<file path="config.mk">
export PLATFORM = sky130hd
export DESIGN_NAME = bhq_ctrl
export DESIGN_NICKNAME = d
export VERILOG_FILES = /design/src/hw/rtl/bhq_pkg.sv /design/src/hw/rtl/bhq_ctrl.sv
export SDC_FILE = /design/constraint.sdc
export NUM_CORES = 1
export LEC_CHECK = 0
export ABC_AREA = 1
export BUFFER_PORTS_ARGS = -buffer_cell sky130_fd_sc_hd__buf_2
export CAP_MARGIN = 40
export CELL_PAD_IN_SITES_DETAIL_PLACEMENT = 2
export CELL_PAD_IN_SITES_GLOBAL_PLACEMENT = 2
export CORE_UTILIZATION = 31
export DETAILED_ROUTE_END_ITERATION = 10
export PLACE_DENSITY_LB_ADDON = 0.1
export SETUP_SLACK_MARGIN = 0.02
export SKIP_LAST_GASP = 1
export SYNTH_ARGS = -nofsm -noshare
export SYNTH_HDL_FRONTEND = slang
export SYNTH_SLANG_ARGS = --single-unit
</file>
<file path="constraint.sdc">
create_clock -name clk -period 10.2 [get_ports clk]
set_input_delay 2.55 -clock clk [delete_from_list [all_inputs] [get_ports clk]]
set_output_delay 2.55 -clock clk [all_outputs]
set_load 0.01 [all_outputs]
</file>
<file path="src/hw/rtl/bhq_pkg.sv">
package bhq_pkg;

    localparam int VALUE_W  = 32;
    localparam int INDEX_W  = 10;
    localparam int COUNT_W  = 11;
    localparam int STATUS_W = 2;

    // command codes
    typedef enum logic {
        CMD_INSERT = 1'b0,
        CMD_REMOVE = 1'b1
    } cmd_t;

    // status codes
    typedef enum logic [STATUS_W-1:0] {
        ST_OK   = 2'd0,
        ST_FULL = 2'd1,
        ST_BAD  = 2'd2
    } status_t;

    // one result beat from the sequencer
    typedef struct packed {
        logic                       valid;
        logic signed [VALUE_W-1:0]  min_value;
        logic [COUNT_W-1:0]         count;
        status_t                    status;
    } res_t;

endpackage

</file>
<file path="src/hw/rtl/bhq_ctrl.sv">
module bhq_ctrl #(
    parameter int DEPTH  = 1024,
    parameter int ADDR_W = $clog2(DEPTH),
    parameter int CNT_W  = $clog2(DEPTH + 1)
) (
    input  logic                              clk,
    input  logic                              rst_n,
    input  logic                              start,
    input  logic                              command,
    input  logic signed [bhq_pkg::VALUE_W-1:0] value,
    input  logic [bhq_pkg::INDEX_W-1:0]       index,
    output logic                              busy,
    output logic                              we,
    output logic [ADDR_W-1:0]                 waddr,
    output logic [bhq_pkg::VALUE_W-1:0]       wdata,
    output logic [ADDR_W-1:0]                 raddr_a,
    output logic [ADDR_W-1:0]                 raddr_b,
    input  logic [bhq_pkg::VALUE_W-1:0]       rdata_a,
    input  logic [bhq_pkg::VALUE_W-1:0]       rdata_b,
    output bhq_pkg::res_t                     res
);

    import bhq_pkg::*;

    localparam int XW = (CNT_W > INDEX_W) ? CNT_W : INDEX_W;
    localparam int ZW = ADDR_W + 2;
    localparam int YW = (CNT_W > COUNT_W) ? CNT_W : COUNT_W;

    typedef enum logic [2:0] {
        S_IDLE,
        S_LAST,
        S_UP_RD,
        S_UP_EV,
        S_DN_RD,
        S_DN_EV
    } state_t;

    state_t                     state_reg, state_next;
    logic [CNT_W-1:0]           cnt_reg, cnt_next;
    logic [ADDR_W-1:0]          pos_reg, pos_next;
    logic signed [VALUE_W-1:0]  key_reg, key_next;
    logic [VALUE_W-1:0]         root_reg, root_next;

    logic [XW-1:0]              idx_x;
    logic [XW-1:0]              cnt_x;
    logic [CNT_W-1:0]           cnt_m1;
    logic [ADDR_W-1:0]          idx_a;
    logic [ADDR_W-1:0]          idx_par;
    logic [ADDR_W-1:0]          pos_par;
    logic [ZW-1:0]              left_z;
    logic [ZW-1:0]              right_z;
    logic                       left_ok;
    logic                       right_ok;
    logic signed [VALUE_W-1:0]  rd_a_s;
    logic signed [VALUE_W-1:0]  rd_b_s;
    logic signed [VALUE_W-1:0]  best_val;
    logic                       take_l;
    logic                       take_r;
    logic                       fin;
    status_t                    st;
    logic [YW-1:0]              cnt_y;

    // index and tree arithmetic
    assign idx_x    = XW'(index);
    assign cnt_x    = XW'(cnt_reg);
    assign cnt_m1   = cnt_reg - CNT_W'(1);
    assign idx_a    = idx_x[ADDR_W-1:0];
    assign idx_par  = ADDR_W'((idx_a - ADDR_W'(1)) >> 1);
    assign pos_par  = ADDR_W'((pos_reg - ADDR_W'(1)) >> 1);
    assign left_z   = {1'b0, pos_reg, 1'b1};
    assign right_z  = left_z + ZW'(1);
    assign left_ok  = left_z < ZW'(cnt_reg);
    assign right_ok = right_z < ZW'(cnt_reg);
    assign rd_a_s   = $signed(rdata_a);
    assign rd_b_s   = $signed(rdata_b);

    // pick the smallest of key and both children
    always_comb
    begin
        best_val = key_reg;
        take_l   = 1'b0;
        take_r   = 1'b0;
        if (rd_a_s < key_reg)
        begin
            best_val = rd_a_s;
            take_l   = 1'b1;
        end
        if (right_ok && (rd_b_s < best_val))
        begin
            take_r = 1'b1;
        end
    end

    // sequencer
    always_comb
    begin
        state_next = state_reg;
        cnt_next   = cnt_reg;
        pos_next   = pos_reg;
        key_next   = key_reg;
        we         = 1'b0;
        waddr      = pos_reg;
        wdata      = key_reg;
        raddr_a    = '0;
        raddr_b    = '0;
        fin        = 1'b0;
        st         = ST_OK;

        unique case (state_reg)
            S_IDLE:
            begin
                if (start)
                begin
                    if (command == CMD_INSERT)
                    begin
                        if (cnt_reg >= CNT_W'(DEPTH))
                        begin
                            fin = 1'b1;
                            st  = ST_FULL;
                        end
                        else
                        begin
                            key_next   = value;
                            pos_next   = cnt_reg[ADDR_W-1:0];
                            cnt_next   = cnt_reg + CNT_W'(1);
                            state_next = S_UP_RD;
                        end
                    end
                    else
                    begin
                        if ((cnt_reg == '0) || (idx_x >= cnt_x))
                        begin
                            fin = 1'b1;
                            st  = ST_BAD;
                        end
                        else
                        begin
                            cnt_next = cnt_m1;
                            pos_next = idx_a;
                            raddr_a  = cnt_m1[ADDR_W-1:0];
                            raddr_b  = idx_par;
                            if (idx_x == XW'(cnt_m1))
                            begin
                                // last slot removed, nothing moves
                                fin = 1'b1;
                            end
                            else
                            begin
                                state_next = S_LAST;
                            end
                        end
                    end
                end
            end

            S_LAST:
            begin
                // last entry becomes the key; its first step decides the direction
                key_next = rd_a_s;
                if ((pos_reg != '0) && (rd_a_s < rd_b_s))
                begin
                    we         = 1'b1;
                    waddr      = pos_reg;
                    wdata      = rdata_b;
                    pos_next   = pos_par;
                    state_next = S_UP_RD;
                end
                else
                begin
                    state_next = S_DN_RD;
                end
            end

            S_UP_RD:
            begin
                if (pos_reg == '0)
                begin
                    we  = 1'b1;
                    fin = 1'b1;
                end
                else
                begin
                    raddr_a    = pos_par;
                    state_next = S_UP_EV;
                end
            end

            S_UP_EV:
            begin
                we = 1'b1;
                if (key_reg < rd_a_s)
                begin
                    wdata      = rdata_a;
                    pos_next   = pos_par;
                    state_next = S_UP_RD;
                end
                else
                begin
                    fin = 1'b1;
                end
            end

            S_DN_RD:
            begin
                if (!left_ok)
                begin
                    we  = 1'b1;
                    fin = 1'b1;
                end
                else
                begin
                    raddr_a    = left_z[ADDR_W-1:0];
                    raddr_b    = right_z[ADDR_W-1:0];
                    state_next = S_DN_EV;
                end
            end

            S_DN_EV:
            begin
                we = 1'b1;
                if (take_r)
                begin
                    wdata      = rdata_b;
                    pos_next   = right_z[ADDR_W-1:0];
                    state_next = S_DN_RD;
                end
                else if (take_l)
                begin
                    wdata      = rdata_a;
                    pos_next   = left_z[ADDR_W-1:0];
                    state_next = S_DN_RD;
                end
                else
                begin
                    fin = 1'b1;
                end
            end

            default:
            begin
                state_next = S_IDLE;
            end
        endcase

        if (fin)
        begin
            state_next = S_IDLE;
        end
    end

    // root mirror so the minimum needs no memory read
    assign root_next = (we && (waddr == '0)) ? wdata : root_reg;
    assign cnt_y     = YW'(cnt_next);

    // result beat
    always_comb
    begin
        res.valid     = fin;
        res.min_value = (cnt_next == '0) ? '0 : $signed(root_next);
        res.count     = cnt_y[COUNT_W-1:0];
        res.status    = st;
    end

    assign busy = (state_reg != S_IDLE);

    // state and datapath registers
    always_ff @(posedge clk or negedge rst_n)
    begin
        if (!rst_n)
        begin
            state_reg <= S_IDLE;
            cnt_reg   <= '0;
        end
        else
        begin
            state_reg <= state_next;
            cnt_reg   <= cnt_next;
        end
    end

    always_ff @(posedge clk)
    begin
        pos_reg  <= pos_next;
        key_reg  <= key_next;
        root_reg <= root_next;
    end

endmodule
</file>
Word-level counts from Yosys, hierarchy flattened:

Index checks and enable logic that the tools add are counted.

* register bits after elaboration: 88
* bits in latches: 0
* RAM bits: 0
* memory bits (read-only): 0
* bits of input ports: 110
* output and inout bits: 110
* word-level logic and storage cells: 126
* memories kept: 0

* add/subtract/negate cells: 5
* $mul: 0
* divide/modulo/power cells: 0
* $lt $le $gt $ge: 8
* eq/ne operators: 22
* shifts and indexed selects: 0
* muxes and demuxes: 70
* bitwise operators: 0
* reduce and logical (&&, ||, !) cells: 16

Operator list (count)
* 32-bit two-way mux: 10
* 10-bit two-way mux: 13
* 32-bit less-than comparator: 4
* 32-bit case mux with 3 select lines: 1
* 32-bit case mux with 2 select lines: 1
* 11-bit two-way mux: 5
* 10-bit case mux with 4 select lines: 1
* 3-bit two-way mux: 12
* 9-bit two-way mux: 4
* 10-bit case mux with 3 select lines: 1
* 11-bit zero test: 2
* 3-bit != test, second input constant: 7
* 10-bit case mux with 2 select lines: 1
* 10-bit by 1-bit subtractor with 10-bit output, second input constant: 2
* 3-bit case mux with 6 select lines: 1
* 4-bit != test, second input constant: 4
* 1-bit two-way mux: 14
* 11-bit by 1-bit adder with 12-bit output, second input constant: 1
* 12-bit by 11-bit less-than comparator with 1-bit output: 1
* 11-bit by 1-bit adder with 11-bit output, second input constant: 1
* 10-bit by 11-bit equality test with 1-bit output: 1
* 10-bit by 11-bit greater-or-equal comparator with 1-bit output: 1
* 11-bit greater-or-equal comparator, second input constant: 1
* 11-bit less-than comparator: 1
* 20 further kinds: 31

Longest topological paths before layout:

Gate-level depths: netlist of the first run.

* word-level depth: 9
* depth in mapped cells: 37
* gate-level depth less buffers: 35

Worst setup path after synthesis of the first run:

No wires, ideal clock.

* path kind: input to output
* from: in rdata_a[31] (netlist bit)
* to: out res[23] (netlist bit)
* arrival time: 6.257 ns
* required time: 7.650 ns
* path slack: 1.393 ns
* cell stages on the path: 30
* buffers on the path: 2
* cells stage by stage: inv_1 > ha_1 > nand2_1 > nor2_1 > nand2_1 > nor2_2 > nand2_1 > nand2_1 > nand2_2 > nand3_4 > clkbuf_1 > nand2_1 > o21ai_0 > ha_1 > nand2_1 > inv_1 > nand2_1 > nand3_1 > nand3_1 > a21oi_1 > a2111oi_0 > nand2_1 > nand2_2 > nand3_4 > buf_6 > nand2_1 > nand3_1 > nand2_1 > nand3_1 > a21oi_1

RTL lines
* start: declaration: line bhq_ctrl.sv:18 `input logic [bhq_pkg::VALUE_W-1:0] rdata_a,`
* end: declaration: line bhq_ctrl.sv:20 `output bhq_pkg::res_t res`

Final worst setup path of the first run:

* from: in rdata_a[31] (netlist bit)
* to: out wdata[0] (netlist bit)

* longest elaborated chain between the ends: 7
* elaborated cells between the ends (all ways): 14
* those cells by class: order compare (4); mux (8); reduce/logical (2)

RTL lines
* 32-bit less-than comparator: line bhq_ctrl.sv:83 `if (rd_a_s < key_reg)`
* 32-bit two-way mux: line bhq_ctrl.sv:83
* 32-bit less-than comparator: line bhq_ctrl.sv:88 `if (right_ok && (rd_b_s < best_val))`
* 1-bit logical AND: line bhq_ctrl.sv:88
* 1-bit two-way mux: line bhq_ctrl.sv:88
* 32-bit two-way mux: line bhq_ctrl.sv:221 `if (take_r)`
* 32-bit case mux with 3 select lines (*): line bhq_ctrl.sv:109 `unique case (state_reg)`
* end: declaration: line bhq_ctrl.sv:15 `output logic [bhq_pkg::VALUE_W-1:0] wdata,`

Mark *: on every way between the ends. The rest lies on a longest branch, timed or not.

==> results.cfg, run 1 <==
[run_status]
status = complete, no violations

[place]
gp_congestion = 0.878
portBuffers = 219
postPlaceCellArea_um2 = 12200
place_hpwl_um = 40300

[flow_run]
max_cap_violations = 0

[synth]
synth_warnings = 0
ys_types = 48
synth-seq-area-share_pct = 21.3
avgSynthCellArea_um2 = 6.59
syn_nets = 1848
synth_cells = 1607
ys_seq_elements = 88
synth_top_flop_cell = edfxtp_1
yosysTopAreaCell = nand2_1
synth_top_cell_area_share_pct = 15.5
synthArstFlopShare_pct = 15.9
synth_area_um2 = 10600
synth_area_leaders = nand2_1, ha_1, edfxtp_1, inv_1, a21oi_1
synth_edf_count = 42

[timing]
slew_violations = 0
worstMarginPinSlew_ns = 0.904
max_freq_mhz = 100
fin_crit_sh_pct = 97.6
finalSetupViolCount = 0
clock_skew_ns = 0.0128
rsz0062_at_grt = false
finalSetupTns_ns = 0
fin_crit_ns = 9.96
relSlewSlack_pct = 39.2
hold_violations = 0

[routing]
vias_per_cell = 5.54
vias = 12500
drt_wl_total_um = 51200
drtIter0Drc = 586
drc_errors = 0
first_pass_iters = 5
wl_per_cell_um = 22.7
ant_nets = 0

[grt]
grt_pass1_wl_um = 78200
first_global_vias = 13100
gr-usage-all-layers_pct = 29.2
antenna_found_initial = 1
globalRouteOverflowTotal = 0
grt_max_degree = 57

[floorplan]
coreArea_um2 = 33600
fp.dieH_um = 187
io_pins = 220
initial_core_util_pct = 31.5
row_count = 67
die_w_um = 187
die_area_um2 = 34900

[clock_tree]
postCtsHoldBufs = 0
clockBufferDepth = 2
cts_tree = built
clk_pin_slew_ns = 0.07
cts-root-buf = clkbuf_16
h-tree-depth = 3
clock_latency_ns = 0.39
cts_inserted_buffers = 9
clock_sinks = 88

[min_path]
worstHoldStart = root_reg[27]
whs_endpoint = root_reg[27]
whs_path_depth = 2
hp-class = register to register

[setup_path]
worst_setup_path_start_kind = primary input
crit_path_end_kind = primary output
crit_cells = 26
crit_type = primary input to primary output
crit_arrival_ns = 7.41
worstPathRequired_ns = 7.65
cpMaxStageDelayCell = a21boi_0
r2r-start = key_reg[31]
crit_top_cell = nand2_1
cp_slowest_stage_delay_ns = 0.52
r2r-end = pos_reg[0]
rr_worst_depth = 26
r2r_setup_slack_ns = 4.76
path_buf_inv = 6
critPathTopFamily = compound AO/OA/AOI/OAI gates
cp_max_fo = 31

[pwr]
leakage_nw = 6.28
power_density_nw_per_um2 = 345
peakVddDrop_uv = 154

[finish]
antenna_cells_inserted = 0
stdcell_area_um2 = 12600
final_nets = 2041
synthToLayoutAreaGrowth_pct = 19.1
fill_cells = 4157
drive_gt1_share_pct = 16.7
per-layer routing:
layer,GRT usage [%],routed length [um]
met1,38.2,23500
met2,49.6,24400
met3,3.15,1920
met4,10.5,1340
met5,0,0
where the power goes:
part           switching [mW]  total, mW  internal, mW
sequential              0.173      0.728         0.555
clock                   0.183      0.358         0.176
combinational            2.21       3.26          1.06
per-stage QoR:
| step | power (mW) | instances | worst slack (ns) | hold WS, ns | utilization (%) |
|---|---|---|---|---|---|
| after floorplan | 2.68 | 1607 | 1.39 | 0.422 | - |
| after global placement | 3.71 | 2230 | 0.0981 | 0.432 | 36.2 |
| after detailed placement | 3.85 | 2232 | 0.0239 | 0.441 | 36.3 |
| after CTS | 4.26 | 2249 | 0.0555 | 0.462 | 37.2 |
| after global routing | 4.72 | 2253 | 0.0238 | 0.477 | 37.5 |
| final | 4.35 | 2253 | 0.242 | 0.458 | 37.5 |
synth_stat cells (all sizes together), types with 6 or more instances:
library cell / n
nand2: 440
inv: 188
a21oi: 133
ha: 131
nand3: 119
o21ai: 114
o211ai: 72
nor2: 64
clkbuf: 51
nand4: 50
edfxtp: 42
xor2: 34
a21boi: 33
dfxtp: 32
buf: 20
nor3: 17
dfrtp: 14
nor4: 8
o221ai: 6
worst register-to-register path: stages, from the launching register on:
cell and delay, ns:
edfxtp_1 0.50, ha_2 0.44, nand2_1 0.11, nor2_1 0.16, nand2_1 0.16, nor2_4 0.18, nand2_1 0.10, nand2_1 0.13
nand2_2 0.11, nand3_4 0.14, buf_8 0.24, nand2_1 0.08, o21ai_0 0.14, ha_1 0.32, a21oi_1 0.16, nor2_1 0.05
a211oi_1 0.19, o221a_2 0.23, nand2_1 0.10, nand2_1 0.14, nand2_1 0.08, nand2_2 0.17, nand3_2 0.26, buf_4 0.24
nand3_1 0.17, nand3_1 0.12, inv_1 0.39
final cells by class:
cell class / count / area, um^2 / share of cell area [%]
clock buffer: 10 / 239 / 1.89
multi-input combinational: 1258 / 7390 / 58.6
clock inverter: 6 / 48.8 / 0.387
tap: 448 / 561 / 4.44
timing repair buffer: 251 / 1400 / 11.1
sequential: 88 / 2250 / 17.9
inverter: 192 / 721 / 5.71
cells in the final DEF, fill, tap and decap left out, types with 33 or more instances in the layout:
cell / n
nand2_1: 435
buf_2: 219
inv_1: 184
ha_1: 130
a21oi_1: 127
nand3_1: 115
o21ai_0: 113
o211ai_1: 72
nor2_1: 57
nand4_1: 50
edfxtp_1: 42
xor2_1: 34
a21boi_0: 33
what timing repair did:
action                                  CTS  global route
pin swaps                                 0             1
gates cloned                              1             1
buffers inserted                          0             3
gates resized for setup                   0            17
endpoints found under the setup margin    3            63
how the worst max path moves through the flow:
| stage | from | to | slack, ns |
|---|---|---|---|
| 3_3_place_gp | rdata_a[31] | res[30] | 0.1 |
| 4_1_cts | rdata_a[31] | res[25] | 0.06 |
| 3_5_place_dp | rdata_a[31] | res[13] | 0.02 |
| 2_1_floorplan | rdata_a[31] | res[23] | 1.39 |
| 5_1_grt | rdata_a[31] | res[29] | 0.02 |
| 6_report | rdata_a[31] | wdata[0] | 0.24 |
cells by family after synthesis:
logic type | after synthesis | synth area share [%]
fa+ha+maj | 131 | 15.5
simple gates | 700 | 28.4
xor+xnor | 37 | 3.06
compound gates | 388 | 22.0
buf+inv | 263 | 9.83
flops | 88 | 21.3
(Power assumes the default switching activity.)
==> run 2, diff against run 1 <==
--- a/config.mk
+++ b/config.mk
@@ -10,7 +10,7 @@
 export CAP_MARGIN = 40
 export CELL_PAD_IN_SITES_DETAIL_PLACEMENT = 2
 export CELL_PAD_IN_SITES_GLOBAL_PLACEMENT = 2
-export CORE_UTILIZATION = 31
+export CORE_UTILIZATION = 33
 export DETAILED_ROUTE_END_ITERATION = 10
 export PLACE_DENSITY_LB_ADDON = 0.1
 export SETUP_SLACK_MARGIN = 0.02
==> constraint.sdc (replaced) <==
create_clock -name clk -period 12.79 [get_ports clk]
set_input_delay 1.279 -clock clk [delete_from_list [all_inputs] [get_ports clk]]
set_output_delay 1.279 -clock clk [all_outputs]
set_load 0.01 [all_outputs]
==> results.cfg, run 2 (synthesis results as in run 1) <==
[grt]
first_global_vias = 13400
antenna_found_initial = 1
globalRouteOverflowTotal = 0
grt_max_degree = 68
gr-usage-all-layers_pct = 30.8
grt_pass1_wl_um = 78000

[setup_path]
cp_max_fo = 64
cp_slowest_stage_delay_ns = 0.75
endpoint = res[31]
crit_arrival_ns = 7.97
crit_path_end_kind = primary output
rr_worst_depth = 23
crit_type = primary input to primary output
worst_setup_path_start_kind = primary input
crit_top_cell = nand2_1
cpMaxStageDelayCell = nand3_4
critPathLaunch = rdata_a[31]
r2r-start = key_reg[31]
r2r_setup_slack_ns = 5.58
worstPathRequired_ns = 11.51
r2r-end = pos_reg[2]

[clock_tree]
h-tree-depth = 3
postCtsSetupRepairBufs = 0
post_cts_resized = 0
postCtsHoldBufs = 0
clockBufferDepth = 2
cts_inserted_buffers = 9
clock_latency_ns = 0.39
clock_sinks = 88
clk_pin_slew_ns = 0.07
cts_tree = built
cts-root-buf = clkbuf_16

[timing]
max_freq_mhz = 108
hold_violations = 0
worstMarginPinSlew_ns = 0.845
fin_ws_ns = 3.54
clock_skew_ns = 0.0124
slew_violations = 0
relSlewSlack_pct = 42.2
fin_crit_sh_pct = 72.3
rsz0062_at_grt = false
finalSetupTns_ns = 0
fin_crit_ns = 9.25
finalSetupViolCount = 0

[floorplan]
io_pins = 220
coreArea_um2 = 31600
die_w_um = 181
initial_core_util_pct = 33.6
row_count = 65
fp.dieH_um = 181
die_area_um2 = 32800

[min_path]
hp-class = register to register

[finish]
post-route-util_pct = 39.1
drive_gt1_share_pct = 15.4
final_nets = 2023
multi_input_area_um2 = 7330
regArea_um2 = 2250
final_cell_mix = nand2_1, buf_2, inv_1, a21oi_1, ha_1
synthToLayoutAreaGrowth_pct = 16.5
fill_cells = 3996
fin_cells = 2190
final_common_cell = nand2_1

[routing]
vias = 12400
drt_wl_total_um = 49900
ant_nets = 0
vias_per_cell = 5.66
drc_errors = 0
first_pass_iters = 5
wl_per_cell_um = 22.8
drtIter0Drc = 522

[place]
gp_congestion = 0.918
portBuffers = 219
place_hpwl_um = 38800
dp_slack_ns = 3.59
place_inst = 2173

[pwr]
power_density_nw_per_um2 = 268
leakage_nw = 6.18
peakVddDrop_uv = 134

[run_status]
status = complete, no violations

[flow_run]
max_cap_violations = 0
run 2: changes by cell type in the layout (fill, tap and decap cells not counted), moves of 2 or more:
cell / change
buf_8: -3
a21oi_2: -5
buf_16: +2
buf_12: -3
buf_4: -11
nand3_4: -2
a21oi_1: +5
run 2: power breakdown:
group,switching (mW),internal (mW)
logic,1.70,0.759
clock network,0.144,0.136
registers,0.128,0.443
run 2: cell type report:
cell class	instances	share of cell area, %
Antenna cell	1	0.0203
Clock buffer	10	1.86
Clock inverter	6	0.406
Inverter	192	5.84
Multi-Input combinational cell	1256	59.4
Sequential cell	88	18.2
Tap cell	402	4.08
Timing Repair Buffer	235	10.2
run 2: critical path, delay by kind of cell:
family                     cells  cell delay [ns]
AOI/OAI and AO/OA              7             2.20
and+or+nand+nor               15             3.30
buffers and inverters          4             0.42
adders and majority gates      2             0.68
run 2: layer usage:
| layer | vias to the layer above | GRT usage (%) | share of wire, % |
|---|---|---|---|
| li1 | 5873 | - | - |
| met1 | 6141 | 38.4 | 44 |
| met2 | 289 | 53.2 | 48 |
| met3 | 99 | 3.97 | 3.5 |
| met4 | 0 | 12.4 | 3.9 |
| met5 | - | 0 | 0 |
run 2: worst min path at each step:
stage	start	slack (ns)	end	depth (start not counted)
final	root_reg[5]	0.46	root_reg[5]	2
after global routing	root_reg[15]	0.48	root_reg[15]	2
after detailed placement	root_reg[3]	0.44	root_reg[3]	2
after global placement	root_reg[16]	0.43	root_reg[16]	2
after floorplan	root_reg[0]	0.42	root_reg[0]	2
after CTS	root_reg[3]	0.46	root_reg[3]	2
run 2: per-stage QoR:
| step | hold WS [ns] | power [mW] | area [um^2] |
|---|---|---|---|
| after global routing | 0.483 | 3.61 | 12300 |
| after floorplan | 0.422 | 2.14 | 10600 |
| final | 0.460 | 3.31 | 12300 |
| after global placement | 0.432 | 2.89 | 12000 |
| after detailed placement | 0.440 | 3.01 | 12100 |
| after CTS | 0.463 | 3.32 | 12300 |
